`src/design/bf3_pkg.sv`:
```
package bf3_pkg;

  localparam int unsigned DEF_MAX_WIDTH = 1024;
  localparam logic [10:0] WIDTH_RESET   = 11'd640;
  localparam int unsigned QUEUE_DEPTH   = 4;

  // floor(s / 9) as (s * 7282) >> 16, exact for s below 2296
  localparam logic [12:0] RECIP_9     = 13'd7282;
  localparam int unsigned RECIP_SHIFT = 16;

  // Work word from the front to the back
  typedef struct packed {
    logic [9:0] colsum;   // top + mid + bottom of the new column
    logic [9:0] col;      // column of the input word, low bits
    logic [9:0] wm1;      // effective width minus one, low bits
    logic       first;    // column zero: window starts empty
    logic       row_end;  // last word of the row
    logic       rs1;      // at least one row already seen
    logic       flush;    // flush word
  } bf3_item_t;

  function automatic logic [7:0] mean9(input logic [11:0] sum);
    logic [24:0] prod;
    prod = {13'd0, sum} * {12'd0, RECIP_9};
    return prod[RECIP_SHIFT +: 8];
  endfunction

endpackage

```
`src/design/bf3_back.sv`:
```
module bf3_back import bf3_pkg::*; (
  input  logic       clk,
  input  logic       rst_n,
  input  logic       head_valid,
  input  bf3_item_t  head_item,
  output logic       pop,
  output logic       out_tvalid,
  input  logic       out_tready,
  output logic [7:0] out_mean,
  output logic [9:0] out_col,
  output logic       out_last,
  output logic       out_fend
);

  logic [9:0]  cs1_r, cs2_r;
  logic        phase_r;
  logic        out_valid_r;
  logic [7:0]  mean_r;
  logic [9:0]  col_r;
  logic        last_r;
  logic        fend_r;

  logic        can_emit;
  logic        emit0;
  logic        go0;
  logic        go1;
  logic [9:0]  n0, n1;
  logic [11:0] sum0;
  logic [11:0] sum1;

  assign can_emit = !out_valid_r || out_tready;
  assign emit0    = head_item.rs1 && !head_item.first;
  assign go0      = head_valid && !phase_r && (!emit0 || can_emit);
  assign go1      = head_valid && phase_r && can_emit;
  assign n0       = head_item.first ? 10'd0 : cs1_r;
  assign n1       = head_item.first ? 10'd0 : cs2_r;
  assign sum0     = {2'b00, n0} + {2'b00, n1} + {2'b00, head_item.colsum};
  assign sum1     = {2'b00, cs1_r} + {2'b00, cs2_r};
  assign pop      = (go0 && !(head_item.rs1 && head_item.row_end)) || go1;

  // Window column sums and phase
  always_ff @(posedge clk) begin
    if (!rst_n) begin
      cs1_r   <= '0;
      cs2_r   <= '0;
      phase_r <= 1'b0;
    end else if (go0) begin
      cs1_r <= n1;
      cs2_r <= head_item.colsum;
      if (head_item.rs1 && head_item.row_end) begin
        phase_r <= 1'b1;
      end
    end else if (go1) begin
      cs1_r   <= cs2_r;
      cs2_r   <= '0;
      phase_r <= 1'b0;
    end
  end

  // Output register
  always_ff @(posedge clk) begin
    if (!rst_n) begin
      out_valid_r <= 1'b0;
    end else if ((go0 && emit0) || go1) begin
      out_valid_r <= 1'b1;
    end else if (out_tready) begin
      out_valid_r <= 1'b0;
    end
  end

  always_ff @(posedge clk) begin
    if (go0 && emit0) begin
      mean_r <= mean9(sum0);
      col_r  <= head_item.col - 10'd1;
      last_r <= !head_item.row_end;
      fend_r <= 1'b0;
    end else if (go1) begin
      mean_r <= mean9(sum1);
      col_r  <= head_item.wm1;
      last_r <= 1'b1;
      fend_r <= head_item.flush;
    end
  end

  assign out_tvalid = out_valid_r;
  assign out_mean   = mean_r;
  assign out_col    = col_r;
  assign out_last   = last_r;
  assign out_fend   = fend_r;

endmodule

```
`config.mk`:
```
export PLATFORM = sky130hd
export DESIGN_NAME = bf3_back
export DESIGN_NICKNAME = d
export VERILOG_FILES = /design/src/design/bf3_pkg.sv /design/src/design/bf3_back.sv
export SDC_FILE = /design/constraint.sdc
export NUM_CORES = 1
export LEC_CHECK = 0
export BUFFER_PORTS_ARGS = -buffer_cell sky130_fd_sc_hd__buf_2
export CORE_ASPECT_RATIO = 1.2
export CORE_MARGIN = 8
export CORE_UTILIZATION = 55
export DETAILED_ROUTE_END_ITERATION = 12
export PLACE_DENSITY = 0.82
export SLEW_MARGIN = 20
export SYNTH_ARGS = -nofsm -noshare
export SYNTH_HDL_FRONTEND = slang
export SYNTH_SLANG_ARGS = --single-unit
```
`constraint.sdc`:
```
create_clock -name clk -period 11.7 [get_ports clk]
set_input_delay 2.34 -clock clk [delete_from_list [all_inputs] [get_ports clk]]
set_output_delay 2.34 -clock clk [all_outputs]
set_load 0.05 [all_outputs]
```
After elaboration in Yosys (flattened, before gate mapping)
Index checks and enable logic that the tools add are counted.

Reduce and logical (&&, ||, !) cells: 22. Multiply operators: 2. Mux-type cells: 17. Add/sub/neg operators: 4. Equal/unequal tests: 1.

Operator list (count): $mux W10 (8); $mul A11 B12 Y23 const B (1); $mul A12 B12 Y23 const B (1); $add A10 B10 Y11 (2); $mux W8 (2); $add A11 B10 Y12 (1); $sub A10 B1 Y10 const B (1); $logic_and A1 B1 Y1 (8); $mux W1 (7); $logic_not A1 Y1 (6); $reduce_bool A2 Y1 (3); $logic_or A1 B1 Y1 (4); $ne A2 B1 Y1 const B (1); $reduce_and A2 Y1 (1).

Register bits after elaboration: 42. Output and inout port bits: 22. Word-level logic and storage cells: 54. Input port bits: 38.

Logic depth before layout (Yosys ltp)
Gate-level depths: netlist (run 1).

Word-level depth: 8. Mapped depth: 31. Mapped depth without buffers: 30.

Least setup slack after synthesis (run 1)
Ideal clock, no wire load.

Kind: input -> register. Start point: input port head_item[3] in the netlist's numbering. End point: register mean_r[7] (netlist: out_mean[7]) (data pin). Path buffers: 1. Path slack: 2372 ps. Cell stages on the path: 31. Arrival: 9065 ps. Library setup time: 263 ps. Cell sequence: clkbuf_1 nor2b_1 fa_1 ha_1 inv_1 fa_1 nor2b_1 o21ai_1 a21boi_1 o21ai_0 nor2b_1 xnor2_1 xor2_1 ha_1 a21o_1 ha_1 inv_1 fa_1 inv_1 fa_1 inv_1 fa_1 inv_1 ha_1 nand3_1 a21oi_1 a311o_1 o41a_1 o41a_1 xnor2_1 mux2i_1.

Cells in the longest elaborated chain, start to end: 7.

Ends and longest elaborated chain: start, declared (RTL line bf3_back.sv:5) `input bf3_item_t head_item,`; branches (longest 6 deep; another with $mul A12 B12 Y23); $mux W8 * (RTL line bf3_back.sv:72) `if (go0 && emit0) begin`; end signal, assigned (RTL line bf3_back.sv:73) `mean_r <= mean9(sum0);`; end signal, assigned (RTL line bf3_back.sv:78) `mean_r <= mean9(sum1);`; end, declared (RTL line bf3_back.sv:18) `logic [7:0] mean_r;`.

Every way passes the cells marked *. A chain may end at the register's enable or synchronous reset.

Worst setup path after layout (run 1)
Same ends and word-level chain as after synthesis.

==> impl_metrics.json, run 1 <==
{
  "cp.required_ps": 11740,
  "area_growth_pct": 9.40,
  "switching_share_pct": 50.4,
  "power.switching_mw": 0.899,
  "yosysUniqueCellTypes": 49,
  "clock_latency_ps": 290,
  "synth_top_area_share_pct": 27.7,
  "synth_largest_area_cell": "ha_1",
  "num_antenna_cells": 0,
  "synth-simple-area-share_pct": 11.3,
  "postCtsResizedCells": 0,
  "relSlewSlack_pct": 42.7,
  "crit_family": "adder cells",
  "grt_pass1_wl_um": 26300,
  "start_util_pct": 55.8,
  "coreArea_um2": 12600,
  "fmaxAchievable_mhz": 104,
  "use_met1_pct": 21.5,
  "drive_above_1_share_pct": 8.84,
  "critPathMaxFanout": 24,
  "critical_path_buf_inv_count": 6,
  "fin_crit_ps": 9650,
  "overflow": 0,
  "cts.clk_slew.worst_paths_ps": 70,
  "yosys_most_used_dff": "dfxtp_1",
  "yosys_warnings": 0,
  "synth_top_family_by_area": "adder cells",
  "post-cts-setup-buffer-count": 0,
  "num_vias": 5489,
  "synthArstFlopShare_pct": 0,
  "seqPwrFrac_pct": 10.1,
  "use_met2_pct": 35.8,
  "hp-start": "cs1_r[6]",
  "ys_seq_elements": 42,
  "rsz0062_at_grt": "no",
  "rrSetupSlack_ps": 3990,
  "drv_slew": 0,
  "slowest_stage": "xnor2_1",
  "die_x_um": 119,
  "status": "finished clean",
  "dpl.hpwl_um": 13500,
  "top_usage_layer": "met2",
  "crit_path_max_incr_delay_ps": 580,
  "synth_area_leaders": "ha_1 (28%), fa_1 (19%), edfxtp_1 (8.1%)",
  "crit_path_start_kind": "input pin",
  "io_pins": 60,
  "clkPwrFrac_pct": 9.5,
  "synth_compound_area_share_pct": 11.8,
  "track_usage_pct": 19.2,
  "grt_pass1_vias": 5643,
  "synthAdderAreaFrac_pct": 46.9,
  "critPathArrivalTime_ps": 9690,
  "r2r_end": "out_mean[7]",
  "numPortBuffers": 59,
  "cp-endpoint": "out_mean[7]",
  "fin_ws_ps": 2050,
  "grt_max_degree": 34,
  "setup_tns_ps": 0,
  "crit_path_end_kind": "flop",
  "min-delay-path-class": "reg -> reg",
  "power_frac_comb_pct": 80.4,
  "path_depth": 31,
  "grtUsageMet3_pct": 1.70,
  "critical_path_class": "in -> reg",
  "antenna_found_initial": 0,
  "fp-row-count": 45,
  "cts_buffer_depth": 2,
  "drcViolationCount": 0,
  "clock-sinks": 42,
  "synth_edf_count": 19,
  "synth_commonest_cells": "ha_1 (155), inv_1 (142), fa_1 (67), nand2_1 (67), a21oi_1 (47)",
  "maxCapViolCount": 0,
  "firstDrtPassIters": 4,
  "gp_congestion": 0.882,
  "synth_most_common_cell": "ha_1",
  "die_h_um": 140,
  "synthCells": 768,
  "holdBufCountCts": 0,
  "cts_buffers": 5,
  "r2r-start": "cs2_r[1]",
  "vias_per_cell": 5.54,
  "pre_cts_slack_ps": 1750,
  "synth.avg_cell_area_um2": 9.12,
  "startpoint": "head_item[3]",
  "h-tree-depth": 2,
  "wl_um": 15700,
  "irDropWorstVdd_v": 0.000175,
  "ys_seq_area_share_pct": 14.7,
  "cts_tree": "built",
  "stdcell_area_um2": 7660,
  "synth_xor_area_share_pct": 6.13,
  "setup_violations": 0,
  "hold_viol": 0,
  "reg2regPathDepth": 30,
  "p_int_mw": 0.884,
  "dpl_cell_area_um2": 7480,
  "period_share_pct": 82.4,
  "ant_nets": 0,
  "syn_nets": 1028,
  "leakage_nw": 4.10,
  "skew_ps": 3.51,
  "dieArea_um2": 16600,
  "synthMuxAreaShare_pct": 1.02,
  "drt_iter0_drc": 321,
  "post-route-util_pct": 61.0,
  "root_buffer": "clkbuf_16",
  "pwr_density_cell_nw_per_um2": 233,
  "syn_area_um2": 7000,
  "post_drt_wl_per_cell_um": 15.8,
  "worstMarginPinSlew_ps": 853,
  "layout.nets": 1085
}
-- how the worst min path moves through the flow --
stage	to	slack, ps	cells after the start
5_1_grt	cs1_r[8]	520	2
2_1_floorplan	cs1_r[0]	440	2
4_1_cts	cs1_r[6]	480	2
6_report	cs1_r[6]	490	2
3_3_place_gp	cs1_r[9]	460	2
3_5_place_dp	cs1_r[9]	470	2
-- cells by family after synthesis --
| family | Yosys count |
|---|---|
| flip-flops | 42 |
| adder cells (fa/ha/maj) | 222 |
| buffers and inverters | 153 |
| multiplexers | 7 |
| XOR/XNOR | 49 |
| AO/OA/AOI/OAI | 131 |
| AND/OR/NAND/NOR | 164 |
-- worst register-to-register path, delay by kind of cell, from the launching register on --
| family | cells | cell delay, ps |
|---|---|---|
| multiplexers | 1 | 80 |
| adder cells (fa/ha/maj) | 9 | 3440 |
| XOR/XNOR | 3 | 880 |
| flip-flops | 1 | 390 |
| buffers and inverters | 5 | 270 |
| AO/OA/AOI/OAI | 8 | 1810 |
| AND/OR/NAND/NOR | 4 | 570 |
-- stage by stage --
stage	hold WS (ps)	instances	total power, mW
finish	486	990	1.78
global placement	460	982	1.54
global route	519	990	1.99
detailed placement	474	982	1.58
floorplan	445	768	1.27
CTS	485	990	1.79
-- placed cells by master (no fill, tap or decap), drive strengths merged, types with 5 or more instances in the layout --
cell type,instances
fa,67
xor2,20
a21o,16
o21ai,28
nor2b,24
xnor2,29
edfxtp,19
buf,61
o21a,6
dfxtp,23
nor2,18
a31oi,5
ha,155
clkbuf,7
nor3,9
nand3,18
mux2i,6
inv,142
nand2,67
nand2b,6
a21oi,47
-- layer usage --
metal | vias up | part of all wire (%) | wire [µm]
met5 | - | 0 | 0
met4 | 0 | 3.7 | 577
met3 | 40 | 2.6 | 410
met2 | 113 | 53 | 8350
met1 | 2661 | 40 | 6350
li1 | 2675 | - | -
-- final cells by class --
class,instances,area (µm²)
Timing Repair Buffer,61,310
Tap cell,164,205
Multi-Input combinational cell,573,5400
Fill cell,1042,4900
Sequential cell,42,1030
Clock inverter,1,8.76
Clock buffer,7,175
Inverter,142,533
-- flip-flops by register name (all words and copies together), names as in the netlist --
register	cells
out_tvalid	1
cs1_r	10
phase_r	1
cs2_r	10
out_mean	8
out_col	10
out_fend	1
out_last	1
-- power groups by stage --
| stage | clock network, mW | registers, mW | logic, mW |
|---|---|---|---|
| 5_1_grt | 0.174 | 0.181 | 1.63 |
| 4_1_cts | 0.170 | 0.180 | 1.44 |
| 3_3_place_gp | 0 | 0.182 | 1.35 |
| 6_report | 0.170 | 0.180 | 1.43 |
| 2_1_floorplan | 0 | 0.207 | 1.06 |
| 3_5_place_dp | 0 | 0.183 | 1.40 |
No activity file was read; power rests on OpenSTA's default activity.
==> inputs of run 2 (changes only) <==
- clock period: 11.7 -> 9.05 ns (I/O delays scaled with it)
==> run 2 against run 1 <==
Via count down 0.26%. Hold slack worse by 5.6 ps. Critical path depth unchanged. Total power up 28%. Sequential share of layout area down 0.077 points. Critical endpoint unchanged.
==> impl_metrics.json, run 2 (synthesis gave the netlist of run 1 again) <==
{
  "layout.nets": 1092,
  "cts_buffer_depth": 2,
  "setup_violations": 0,
  "vias_per_cell": 5.49,
  "critical_path_class": "in -> reg",
  "fin_crit_ps": 8580,
  "post_drt_wl_per_cell_um": 15.8,
  "pwr_density_cell_nw_per_um2": 296,
  "h-tree-depth": 2,
  "multi_input_area_um2": 5400,
  "maxCapViolCount": 0,
  "ant_nets": 0,
  "layout_commonest_cell": "ha_1",
  "track_usage_pct": 19.3,
  "p_total_mw": 2.28,
  "coreArea_um2": 12600,
  "critPathArrivalTime_ps": 8600,
  "grt_pass1_vias": 5505,
  "post-route-util_pct": 61.4,
  "area_growth_pct": 10.0,
  "dieArea_um2": 16600,
  "mostFrequentLayoutCells": "ha_1 (155), inv_1 (142), nand2_1 (67), fa_1 (67), buf_2 (59)",
  "clock_latency_ps": 290,
  "hold_viol": 0,
  "rsz0062_at_grt": "no",
  "grt_max_degree": 34,
  "fmaxAchievable_mhz": 117,
  "start_util_pct": 55.8,
  "drt_iter0_drc": 318,
  "leakage_nw": 4.13,
  "skew_ps": 7.35,
  "drive_above_1_share_pct": 9.60,
  "whs_ps": 481,
  "cp.required_ps": 9070,
  "period_share_pct": 94.8,
  "dpl.hpwl_um": 13600,
  "drv_slew": 0,
  "crit_path_end_kind": "flop",
  "cts_tree": "built",
  "irDropWorstVdd_v": 0.000206,
  "drcViolationCount": 0,
  "cts.clk_slew.worst_paths_ps": 60,
  "min-delay-path-class": "reg -> reg",
  "die_h_um": 140,
  "num_antenna_cells": 0,
  "seqCellArea_um2": 1030,
  "grt_pass1_wl_um": 26300,
  "crit_path_max_incr_delay_ps": 530,
  "holdBufCountCts": 0,
  "worstMarginPinSlew_ps": 855,
  "overflow": 0,
  "gp_congestion": 0.897,
  "post-cts-setup-buffer-count": 0,
  "firstDrtPassIters": 6,
  "fill_cells": 1080,
  "wl_um": 15800,
  "root_buffer": "clkbuf_16",
  "fp-row-count": 45,
  "slowest_stage": "fa_1",
  "relSlewSlack_pct": 42.8,
  "antenna_found_initial": 0,
  "crit_path_start_kind": "input pin",
  "numPortBuffers": 59,
  "critPathMaxFanout": 11,
  "clock-sinks": 42,
  "setup_tns_ps": 0,
  "cts_buffers": 5,
  "die_x_um": 119,
  "num_vias": 5475,
  "postCtsResizedCells": 0,
  "io_pins": 60,
  "status": "finished clean"
}
-- run 2: power by group --
| part | internal (mW) | switching (mW) | leakage, nW |
|---|---|---|---|
| Clock | 0.127 | 0.0760 | 0.0823 |
| Sequential | 0.224 | 0.00837 | 0.364 |
| Combinational | 0.788 | 1.06 | 3.69 |
| Total | 1.14 | 1.14 | 4.13 |
-- run 2: path summary, 6_finish.rpt --
kind | cells past startpoint | from | slack [ps] | end
min | 2 | cs1_r[6] | 480 | cs1_r[6]
min reg2reg | 2 | cs1_r[6] | 480 | cs1_r[6]
max reg2reg | 30 | cs2_r[1] | 1710 | out_mean[7]
max | 31 | head_item[3] | 470 | out_mean[7]
-- run 2: final cells by class --
class	instances	share of cell area (%)
clock buffers	8	2.18
inverters	142	6.92
multi-input cells	573	70.1
repair buffers	68	4.71
well taps	164	2.66
flip-flops and latches	42	13.4
-- run 2: critical path: cells and delay by family --
kind | cells | cell delay, ps
muxes | 1 | 90
AOI/OAI and AO/OA | 8 | 1810
and+or+nand+nor | 4 | 500
adders and majority gates | 9 | 3440
buffers and inverters | 6 | 450
xor gates and xnor gates | 3 | 490
-- run 2: metrics by stage --
step           instances  setup WS (ps)  cell area [µm²]
2_1_floorplan        768            252             7000
3_3_place_gp         989            271             7530
3_5_place_dp         989            122             7530
4_1_cts              997            394             7700
5_1_grt              997           73.3             7700
6_report             997            473             7700
-- run 2: metal layers --
metal	vias up	track usage, %	part of all wire (%)
met5	-	0	0
met4	0	7.20	3.1
met3	32	1.62	2.9
met2	118	35.7	53
met1	2634	22.4	41
li1	2691	-	-
