[config.mk]
export PLATFORM = sky130hd
export DESIGN_NAME = bf3_fifo
export DESIGN_NICKNAME = d
export VERILOG_FILES = /design/src/design/bf3_pkg.sv /design/src/design/bf3_fifo.sv
export SDC_FILE = /design/constraint.sdc
export NUM_CORES = 1
export LEC_CHECK = 0
export BUFFER_PORTS_ARGS = -buffer_cell sky130_fd_sc_hd__buf_4
export CORE_AREA = 2 2 113 115
export CTS_CLUSTER_DIAMETER = 120
export DETAILED_ROUTE_END_ITERATION = 12
export DIE_AREA = 0 0 115 117
export PLACE_DENSITY = 0.67
export SYNTH_ARGS = -nofsm -noshare
export SYNTH_HDL_FRONTEND = slang
export SYNTH_SLANG_ARGS = --single-unit
[constraint.sdc]
create_clock -name clk -period 1.8 [get_ports clk]
set_input_delay 0.27 -clock clk [delete_from_list [all_inputs] [get_ports clk]]
set_output_delay 0.27 -clock clk [all_outputs]
set_load 0.01 [all_outputs]
[src/design/bf3_pkg.sv]
package bf3_pkg;

  localparam int unsigned DEF_MAX_WIDTH = 1024;
  localparam logic [10:0] WIDTH_RESET   = 11'd640;
  localparam int unsigned QUEUE_DEPTH   = 4;

  // floor(s / 9) as (s * 7282) >> 16, exact for s below 2296
  localparam logic [12:0] RECIP_9     = 13'd7282;
  localparam int unsigned RECIP_SHIFT = 16;

  // Work word from the front to the back
  typedef struct packed {
    logic [9:0] colsum;   // top + mid + bottom of the new column
    logic [9:0] col;      // column of the input word, low bits
    logic [9:0] wm1;      // effective width minus one, low bits
    logic       first;    // column zero: window starts empty
    logic       row_end;  // last word of the row
    logic       rs1;      // at least one row already seen
    logic       flush;    // flush word
  } bf3_item_t;

  function automatic logic [7:0] mean9(input logic [11:0] sum);
    logic [24:0] prod;
    prod = {13'd0, sum} * {12'd0, RECIP_9};
    return prod[RECIP_SHIFT +: 8];
  endfunction

endpackage

[src/design/bf3_fifo.sv]
module bf3_fifo import bf3_pkg::*; (
  input  logic      clk,
  input  logic      rst_n,
  input  logic      push_valid,
  input  bf3_item_t push_item,
  input  logic      pop,
  output logic      head_valid,
  output bf3_item_t head_item,
  output logic [2:0] count
);

  localparam int unsigned PW = $clog2(QUEUE_DEPTH);

  bf3_item_t     buf_r [QUEUE_DEPTH];
  logic [PW-1:0] wr_ptr_r;
  logic [PW-1:0] rd_ptr_r;
  logic [2:0]    count_r;

  // Advance pointers and count
  always_ff @(posedge clk) begin
    if (!rst_n) begin
      wr_ptr_r <= '0;
      rd_ptr_r <= '0;
      count_r  <= '0;
    end else begin
      if (push_valid) begin
        wr_ptr_r <= wr_ptr_r + PW'(1);
      end
      if (pop) begin
        rd_ptr_r <= rd_ptr_r + PW'(1);
      end
      count_r <= count_r + {2'b00, push_valid} - {2'b00, pop};
    end
  end

  always_ff @(posedge clk) begin
    if (push_valid) begin
      buf_r[wr_ptr_r] <= push_item;
    end
  end

  assign head_valid = count_r != 3'd0;
  assign head_item  = buf_r[rd_ptr_r];
  assign count      = count_r;

endmodule

# == After elaboration in Yosys (flattened, before gate mapping) ==
# Memories as Yosys holds them, arrays and structs flattened. A register that Yosys moved wholly into a read port is not among the register bits.
# Cells that the tools add are included.
# Widths: inputs -> output; s select.
# classes
n_addsub,4
n_mul,0
n_div,0
magnitude_cmp,0
n_eq_ne,0
n_shift,0
muxes,4
bitwise_logic,0
n_reduce_logical,1
# ops
op,count
$add 2x1->2 const B,2
$mux 2,2
$add 3x1->3,1
$reduce_bool 3->1,1
$sub 3x1->3,1
$mux 1,2
# word_totals
register_bits,7
latch_bits,0
ram_bits,136
rom_bits,0
elab_cells,13
memories,1
# mem_list
memory,words,word_bits,read_ports,rd_clocked_by_memory_dff,write_ports,line,source
buf_r,4,34,1,1,1,bf3_fifo.sv:14,bf3_item_t buf_r [QUEUE_DEPTH];

# == Depth between registers and ports, before layout ==
# Gate-level depths: netlist of run 1.
# depth
ltp_word,3
ltp_mapped,7

# == Least setup slack after synthesis of run 1 ==
# No wires, ideal clock.
# synth_timing
path_kind,reg-to-reg
startpoint,reg wr_ptr_r[0]
endpoint,"mem buf_r[2][0] (netlist bit), enable pin"
setup_ps,394
arrival_ps,1376
required_ps,1406
slack_ps,29
stages_incl_launch_ff,4
n_path_buf,0
synth_period_minus_slack_ps,1771
cell_sequence,dfxtp_1 -> inv_1 -> ha_1 -> and2_1
# synth_rtl
element,line,source
"start, declared",bf3_fifo.sv:15,logic [PW-1:0] wr_ptr_r;
"start signal, assigned",bf3_fifo.sv:27,wr_ptr_r <= wr_ptr_r + PW'(1);
"end, declared",bf3_fifo.sv:14,
# No word-level cell before the write port.

==> results_dict.tcl, run 1 <==
set metrics [dict create \
    outcome "finished, violations left" \
    violations "setup timing" \
    cts_root_buf "clkbuf_16" \
    ys.warnings.count 0 \
    clk_pin_slew_ns 0.06 \
    drv_slew 0 \
    layout-drive-gt1-share_pct 45.9 \
    critPathTopFamily "multiplexers" \
    yosysTopAreaCellShare_pct 75.7 \
    holdBufCountCts 0 \
    period_share_pct 111 \
    crit_required_ns 1.53 \
    synth.area.top_cells "edfxtp_1 (76%), mux4_2 (13%), dfxtp_1 (3.3%)" \
    ys_seq_elements 145 \
    seq_area_frac_synth_pct 79.1 \
    n_antenna_cell 0 \
    final_nets 364 \
    yosysUniqueCellTypes 20 \
    gr-total-overflow 0 \
    initial_core_util_pct 43.8 \
    hold_start "push_item[29]" \
    drv_cap 0 \
    rsz0062_at_grt "yes" \
    synth_cells 220 \
    clk_path_buf_depth 2 \
    wire_per_inst_um 19.3 \
    fin_skew_ns 0.00542 \
    p_leak_uw 0.00241 \
    maxSlewHeadroom_pct 64.5 \
    worst_hold_path_type "in2reg" \
    final_cell_mix "edfxtp_1 (136), buf_4 (61), mux4_2 (34), buf_6 (21), clkbuf_16 (17)" \
    syn_nets 265 \
    layout_setup_ws_ns -0.191 \
    vdd_drop_max_mv 0.629 \
    drc_errors 0 \
    core_area_mm2 0.0123 \
    drt_iter0_drc 100 \
    r2r_start "count[0]" \
    rows 41 \
    num_vias 2442 \
    htreeDepth 4 \
    ios 76 \
    die-area_mm2 0.0135 \
    crit_buf_inv 2 \
    grt_pass1_vias 2530 \
    cts_made_buffers 17 \
    totalPowerFinal_uw 8400 \
    dpl.hpwl_um 5600 \
    cp-start-kind "register" \
    slowest_delay_ns 0.55 \
    finalSetupViolCount 34 \
    layout_commonest_cell "edfxtp_1" \
    cts_tree "yes" \
    worstPathArrival_ns 1.72 \
    routabilityCongestion 0.650 \
    cts.sinks 145 \
    cp_max_fo 8 \
    ant_nets 0 \
    grt_max_degree 35 \
    clk_latency_ns 0.41 \
    cpMaxStageDelayCell "mux4_2" \
    avgSynthCellArea_um2 24.5 \
    netlist_area_mm2 0.00539 \
    io_buffers 75 \
    drt_wl_total_um 9260 \
    grt.total_usage_pct 14.7 \
    antenna_found_initial 0 \
    fmax_mhz 502 \
    num-fill-cells 950 \
    synth_largest_area_cell "edfxtp_1" \
    tns_ns -5.15 \
    post-route-min-period_ns 1.99 \
    dieHeight_um 117 \
    critical_path_class "reg2out" \
    power.density_mw_per_mm2 1220 \
    area_growth_pct 27.7 \
    grt_pass1_wl_um 14000 \
    critPathCaptureType "output port" \
    die_w_um 115 \
    crit_chain "buf_8 -> mux4_2 -> buf_4" \
    routed_via_density 5.10 \
    finalHoldViolations 0 \
    worst_pin_slew_ns 0.532 \
    drtPass1Iterations 4 \
]
## final cells by class
type / instances / area, um2 / share of cell area, %
flip-flops and latches: 145 / 4270 / 62.0
well taps: 150 / 188 / 2.73
clock buffers: 22 / 444 / 6.45
multi-input cells: 60 / 1000 / 14.6
inverters: 7 / 26.3 / 0.382
repair buffers: 88 / 817 / 11.9
clock inverters: 7 / 136 / 1.98
## worst paths after layout
kind | depth (start not counted) | end | slack (ns)
max | 3 | head_item[15] | -0.19
min | 1 | buf_r[3][29] | 0.06
max reg2reg | 7 | count[2] | 0.21
min reg2reg | 2 | register | 0.54
## repair_timing
action	4_1_cts	5_1_grt
endpoints found under the setup margin	34	102
buffers inserted	1	1
resized for setup	18	14
cloned	2	0
## state kept, by name, indices dropped and copies added (netlist names), named ones only
name / cells
count: 3
rd_ptr_r: 2
buf_r: 136
wr_ptr_r: 2
## cells in the mapped netlist
cell / count
a21bo_2: 1
mux4_2: 30
dfxtp_1: 9
xnor2_1: 2
nand3b_1: 1
buf_6: 1
mux4_1: 4
inv_1: 7
clkbuf_1: 1
or3_1: 1
and2_1: 6
buf_12: 3
edfxtp_1: 136
a21oi_1: 1
ha_1: 6
fa_1: 1
buf_2: 3
xor3_1: 1
mux2i_1: 1
nor2_1: 5
## per-stage QoR
stage	cell area, um2	util [%]	setup slack [ns]	instances	hold slack (ns)
CTS	6850	55.7	-0.246	479	0.0414
floorplan	5390	-	0.0293	220	0.369
global placement	6170	50.1	0.0942	447	0.470
detailed placement	6170	50.1	0.0450	447	0.473
global route	6890	55.9	-0.251	479	0.0456
finish	6890	55.9	-0.191	479	0.0595
## logic make-up (layout without fill, tap and decap cells)
| group | count (synthesis) | after routing | share of synthesized area, % |
|---|---|---|---|
| fa+ha+maj | 7 | 7 | 1.76 |
| flops | 145 | 145 | 79.1 |
| mux | 35 | 35 | 14.7 |
| xor+xnor | 3 | 3 | 0.766 |
| compound gates | 2 | 2 | 0.278 |
| buf+inv | 15 | 124 | 2.16 |
| simple gates | 13 | 13 | 1.30 |
## where the power goes
group / internal (uW) / switching (uW)
Sequential: 3880 / 60.8
Combinational: 557 / 428
Clock: 2290 / 1190
Total: 6720 / 1680
## worst register-to-register path: stages, from the launching register on
cell and delay [ns]:
dfxtp_1 0.34, inv_1 0.05, ha_1 0.26, inv_1 0.04
ha_1 0.17, fa_1 0.38, xor3_1 0.21, nor2_1 0.04
## routing by layer
metal | wire length [um] | up-vias | GRT usage, %
li1 | - | 1107 | -
met1 | 3820 | 1263 | 18.2
met2 | 4810 | 62 | 23.5
met3 | 511 | 10 | 6.39
met4 | 119 | 0 | 5.06
met5 | 0 | - | 0
No activity file was read; power rests on OpenSTA's default activity.
==> run 2, diff against run 1 <==
--- a/config.mk
+++ b/config.mk
@@ -10,7 +10,7 @@
 export CTS_CLUSTER_DIAMETER = 120
 export DETAILED_ROUTE_END_ITERATION = 12
 export DIE_AREA = 0 0 115 117
-export PLACE_DENSITY = 0.67
+export PLACE_DENSITY_LB_ADDON = 0.3
 export SYNTH_ARGS = -nofsm -noshare
 export SYNTH_HDL_FRONTEND = slang
 export SYNTH_SLANG_ARGS = --single-unit
==> results_dict.tcl, run 2 (synthesized netlist as in run 1, its figures left out) <==
set metrics [dict create \
    worst_hold_path_type "in2reg" \
    post-route-min-period_ns 1.96 \
    cts_root_buf "clkbuf_16" \
    fin_skew_ns 0.00753 \
    top_usage_layer "met2" \
    layout_commonest_cell "edfxtp_1" \
    ant_nets 0 \
    use_met1_pct 17.9 \
    cts.sinks 145 \
    crit_required_ns 1.53 \
    core_area_mm2 0.0123 \
    drv_cap 0 \
    drt_wl_total_um 8980 \
    htreeDepth 4 \
    drc_errors 0 \
    dp_cells 450 \
    finalHoldViolations 0 \
    cpMaxStageDelayCell "mux4_2" \
    antenna_found_initial 0 \
    routed_via_density 5.03 \
    hold-path-cell-count 1 \
    clk_latency_ns 0.41 \
    drt_iter0_drc 89 \
    vdd_drop_max_mv 0.671 \
    maxSlewHeadroom_pct 39.1 \
    holdBufCountCts 0 \
    critPathCaptureType "output port" \
    r2r_start "wr_ptr_r[0]" \
    dpl.hpwl_um 5570 \
    gr-total-overflow 0 \
    final_area_mm2 0.00690 \
    crit_chain "buf_12 -> mux4_2 -> buf_6" \
    num_vias 2434 \
    layout-drive-gt1-share_pct 48.5 \
    n_antenna_cell 0 \
    drtPass1Iterations 4 \
    finish.utilization_pct 56.0 \
    hold-path-endpoint "buf_r[3][1]" \
    grt_max_degree 35 \
    final_cells 484 \
    cp_max_fo 11 \
    grt_pass1_vias 2593 \
    fmax_mhz 510 \
    initial_core_util_pct 43.8 \
    grt_use_met2_pct 23.9 \
    outcome "finished, violations left" \
    hold_start "push_item[1]" \
    slowest_delay_ns 0.54 \
    grt_pass1_wl_um 13900 \
    clk_path_buf_depth 2 \
    dieHeight_um 117 \
    grt_util_met3_pct 5.30 \
    violations "setup timing" \
    grt.total_usage_pct 14.6 \
    cp-start-kind "register" \
    period_share_pct 109 \
    critical_path_class "reg2out" \
    rsz0062_at_grt "yes" \
    ios 76 \
    cts_made_buffers 17 \
    die-area_mm2 0.0135 \
    area_growth_pct 28.0 \
    clk_pin_slew_ns 0.06 \
    io_buffers 75 \
    cts_tree "yes" \
    layout_setup_ws_ns -0.161 \
    r2r-end "buf_r[2][27]" \
    worst_pin_slew_ns 0.914 \
    final_nets 366 \
    top_register "buf_r" \
    tns_ns -4.34 \
    power.density_mw_per_mm2 1190 \
    final_cell_mix "edfxtp_1 (136), buf_4 (53), mux4_2 (34), buf_6 (33), clkbuf_16 (18)" \
    r2r_slack_ns 0.12 \
    wire_per_inst_um 18.5 \
    rows 41 \
    finalSetupViolCount 34 \
    largest_register_ff_count 136 \
    p_leak_uw 0.00241 \
    worstPathArrival_ns 1.69 \
    die_w_um 115 \
    place_area_mm2 0.00620 \
    reg2reg_depth 3 \
    drv_slew 0 \
    routabilityCongestion 0.697 \
]
-- run 2: cell types whose count changed in the layout (fill, tap and decap cells not counted), moves of 2 or more --
cell,delta
buf_6,+12
buf_4,-8
clkbuf_1,-5
clkinvlp_4,+4
bufinv_16,-3
clkinv_4,+3
inv_6,+3
and2_2,+2
and2_4,-2
clkinv_2,+2
-- run 2: final cells by class --
| type | count | area (um2) |
|---|---|---|
| sequential | 145 | 4270 |
| timing repair buffer | 90 | 855 |
| multi-input combinational | 60 | 1000 |
| tap | 150 | 188 |
| fill | 949 | 5410 |
| inverter | 7 | 26.3 |
| clock inverter | 15 | 135 |
| clock buffer | 17 | 425 |
-- run 2: through the flow --
stage	hold WS, ns	power, uW	setup WS [ns]
5_1_grt	0.0388	8510	-0.225
6_report	0.0562	8180	-0.161
3_3_place_gp	0.470	4900	0.0999
4_1_cts	0.0391	8250	-0.186
3_5_place_dp	0.473	4920	0.0821
2_1_floorplan	0.369	4490	0.0293
-- run 2: critical path, delay by kind of cell, from the launching register on --
kind | cells | cell delay (ns)
mux | 1 | 0.54
flops | 1 | 0.42
buf+inv | 2 | 0.31
-- run 2: power by group --
part           internal, uW  switching [uW]  leakage (uW)  total, uW
Combinational           577             421      0.000821        998
Clock                  1910            1340      0.000264       3250
Sequential             3880            60.3       0.00132       3940
Total                  6360            1820       0.00241       8180
-- run 2: repair_timing --
item	CTS	global route
buffers inserted	1	0
cloned	0	1
resized for setup	32	6
setup endpoints to repair	34	34
-- run 2: how the worst max path moves through the flow --
stage	start	cells past startpoint	end	slack [ns]
2_1_floorplan	wr_ptr_r[0]	3	buf_r[2][0]	0.03
3_3_place_gp	wr_ptr_r[0]	3	buf_r[2][12]	0.1
3_5_place_dp	wr_ptr_r[0]	3	buf_r[2][12]	0.08
4_1_cts	register	3	head_item[18]	-0.19
5_1_grt	register	3	head_item[23]	-0.22
6_report	register	3	head_item[23]	-0.16
-- run 2: routing by layer --
| metal | part of all wire, % | vias to the layer above | routed length (um) |
|---|---|---|---|
| met5 | 0 | - | 0 |
| met4 | 0.80 | 0 | 72 |
| met3 | 5.0 | 5 | 450 |
| met2 | 52 | 49 | 4680 |
| met1 | 42 | 1268 | 3770 |
| li1 | - | 1112 | - |
==> run 3, diff against run 2 <==
--- a/config.mk
+++ b/config.mk
@@ -11,6 +11,8 @@
 export DETAILED_ROUTE_END_ITERATION = 12
 export DIE_AREA = 0 0 115 117
 export PLACE_DENSITY_LB_ADDON = 0.3
+export RECOVER_POWER = 25
+export REMOVE_ABC_BUFFERS = 1
 export SYNTH_ARGS = -nofsm -noshare
 export SYNTH_HDL_FRONTEND = slang
 export SYNTH_SLANG_ARGS = --single-unit
==> results_dict.tcl, run 3 (synthesized netlist as in run 1, its figures left out) <==
set metrics [dict create \
    slowest_delay_ns 0.51 \
    grt_max_degree 35 \
    grt.total_usage_pct 14.9 \
    clk_pin_slew_ns 0.06 \
    io_buffers 75 \
    outcome "finished, violations left" \
    p_leak_uw 0.00237 \
    period_share_pct 109 \
    cts.sinks 145 \
    cp-start-kind "register" \
    r2r_start "count[0]" \
    area_growth_pct 27.8 \
    clock_power_share_pct 42.0 \
    final_cells 484 \
    dieHeight_um 117 \
    p_switching_uw 1710 \
    cpMaxStageDelayCell "mux4_2" \
    drc_errors 0 \
    die-area_mm2 0.0135 \
    ant_nets 0 \
    worst_pin_slew_ns 0.316 \
    multi_input_area_mm2 0.00100 \
    htreeDepth 4 \
    layout_setup_ws_ns -0.161 \
    power.density_mw_per_mm2 1230 \
    dpl.hpwl_um 5680 \
    finalHoldViolations 0 \
    r2r_slack_ns 0.21 \
    num-fill-cells 934 \
    final_cell_mix "edfxtp_1 (136), mux4_2 (34), buf_6 (34), buf_4 (30), clkbuf_1 (24)" \
    critPathTopFamily "multiplexers" \
    drv_slew 0 \
    antenna_found_initial 0 \
    grt_pass1_wl_um 14300 \
    combPwrFrac_pct 11.7 \
    crit_buf_inv 3 \
    worst_hold_path_type "in2reg" \
    num_vias 2451 \
    fin_skew_ns 0.00625 \
    critPathCaptureType "output port" \
    core_area_mm2 0.0123 \
    hold_start "push_item[20]" \
    routabilityCongestion 0.643 \
    ios 76 \
    layout-drive-gt1-share_pct 41.3 \
    hold-path-endpoint "buf_r[2][20]" \
    top_register "buf_r" \
    post-route-min-period_ns 1.96 \
    hold_ws_ns 0.0701 \
    finalSetupViolCount 34 \
    regArea_mm2 0.00427 \
    n_antenna_cell 0 \
    final_nets 366 \
    final_area_mm2 0.00689 \
    power.internal_uw 6790 \
    place_area_mm2 0.00620 \
    die_w_um 115 \
    cp_max_fo 7 \
    clk_latency_ns 0.40 \
    drt_wl_total_um 9220 \
    cts_root_buf "clkbuf_16" \
    rsz0062_at_grt "yes" \
    clk_path_buf_depth 2 \
    p_seq_share_pct 46.3 \
    hold-path-cell-count 1 \
    crit_required_ns 1.53 \
    grt_pass1_vias 2645 \
    wire_per_inst_um 19.1 \
    switching_share_pct 20.1 \
    rows 41 \
    fmax_mhz 510 \
    cts_made_buffers 17 \
    vdd_drop_max_mv 0.697 \
    routed_via_density 5.06 \
    violations "setup timing" \
    drv_cap 0 \
    largest_register_ff_count 136 \
    critical_path_class "reg2out" \
    cts_tree "yes" \
    maxSlewHeadroom_pct 78.9 \
    r2r-end "count[2]" \
    gr-total-overflow 0 \
    dp_cells 449 \
    crit_chain "buf_4 -> clkbuf_16 -> mux4_2 -> buf_6" \
    drt_iter0_drc 112 \
    reg2reg_depth 7 \
    totalPowerFinal_uw 8500 \
    layout_commonest_cell "edfxtp_1" \
    worstPathArrival_ns 1.69 \
    drtPass1Iterations 4 \
    initial_core_util_pct 43.8 \
]
==> run 3: power groups by stage <==
stage	clock, uW	sequential, uW	combinational (uW)
global route	3790	3950	1080
finish	3570	3930	996
floorplan	0	4040	413
CTS	3630	3940	1020
global placement	0	3990	908
detailed placement	0	4000	928
==> run 3: worst max-delay path by stage <==
stage	from	to	slack [ns]	depth (start not counted)
after detailed placement	pop	count[2]	0.17	7
final	register	head_item[19]	-0.16	4
after global routing	register	head_item[19]	-0.23	4
after CTS	register	head_item[1]	-0.20	3
after global placement	pop	count[2]	0.20	7
after floorplan	register	head_item[0]	-0.71	1
==> run 3: metrics by stage <==
| stage | util (%) | worst slack [ns] | TNS, ns |
|---|---|---|---|
| floorplan | - | -0.705 | -21.92 |
| CTS | 56.3 | -0.195 | -4.83 |
| finish | 56.0 | -0.161 | -4.32 |
| global route | 56.0 | -0.227 | -6.74 |
| global placement | 50.4 | 0.203 | 0 |
| detailed placement | 50.4 | 0.172 | 0 |
==> run 3: layout make-up <==
class                   instances  area share, %
clock buffers                  21           6.54
clock inverters                11           2.36
inverters                       7          0.381
multi-input cells              60           14.5
flip-flops and latches        145           62.0
well taps                     150           2.72
repair buffers                 90           11.5
==> run 3: timing repair <==
action / 4_1_cts / 5_1_grt
gates resized for setup: 36 / 3
buffers inserted: 0 / 2
gates cloned: 0 / 1
hold buffers: 0 / 0
setup endpoints to repair: 34 / 34
==> run 3: per-layer routing <==
metal,routed length [um],up-vias,global-route usage [%]
li1,-,1116,-
met1,3880,1275,18.6
met2,4820,52,24.4
met3,428,8,5.51
met4,93,0,5.06
met5,0,-,0
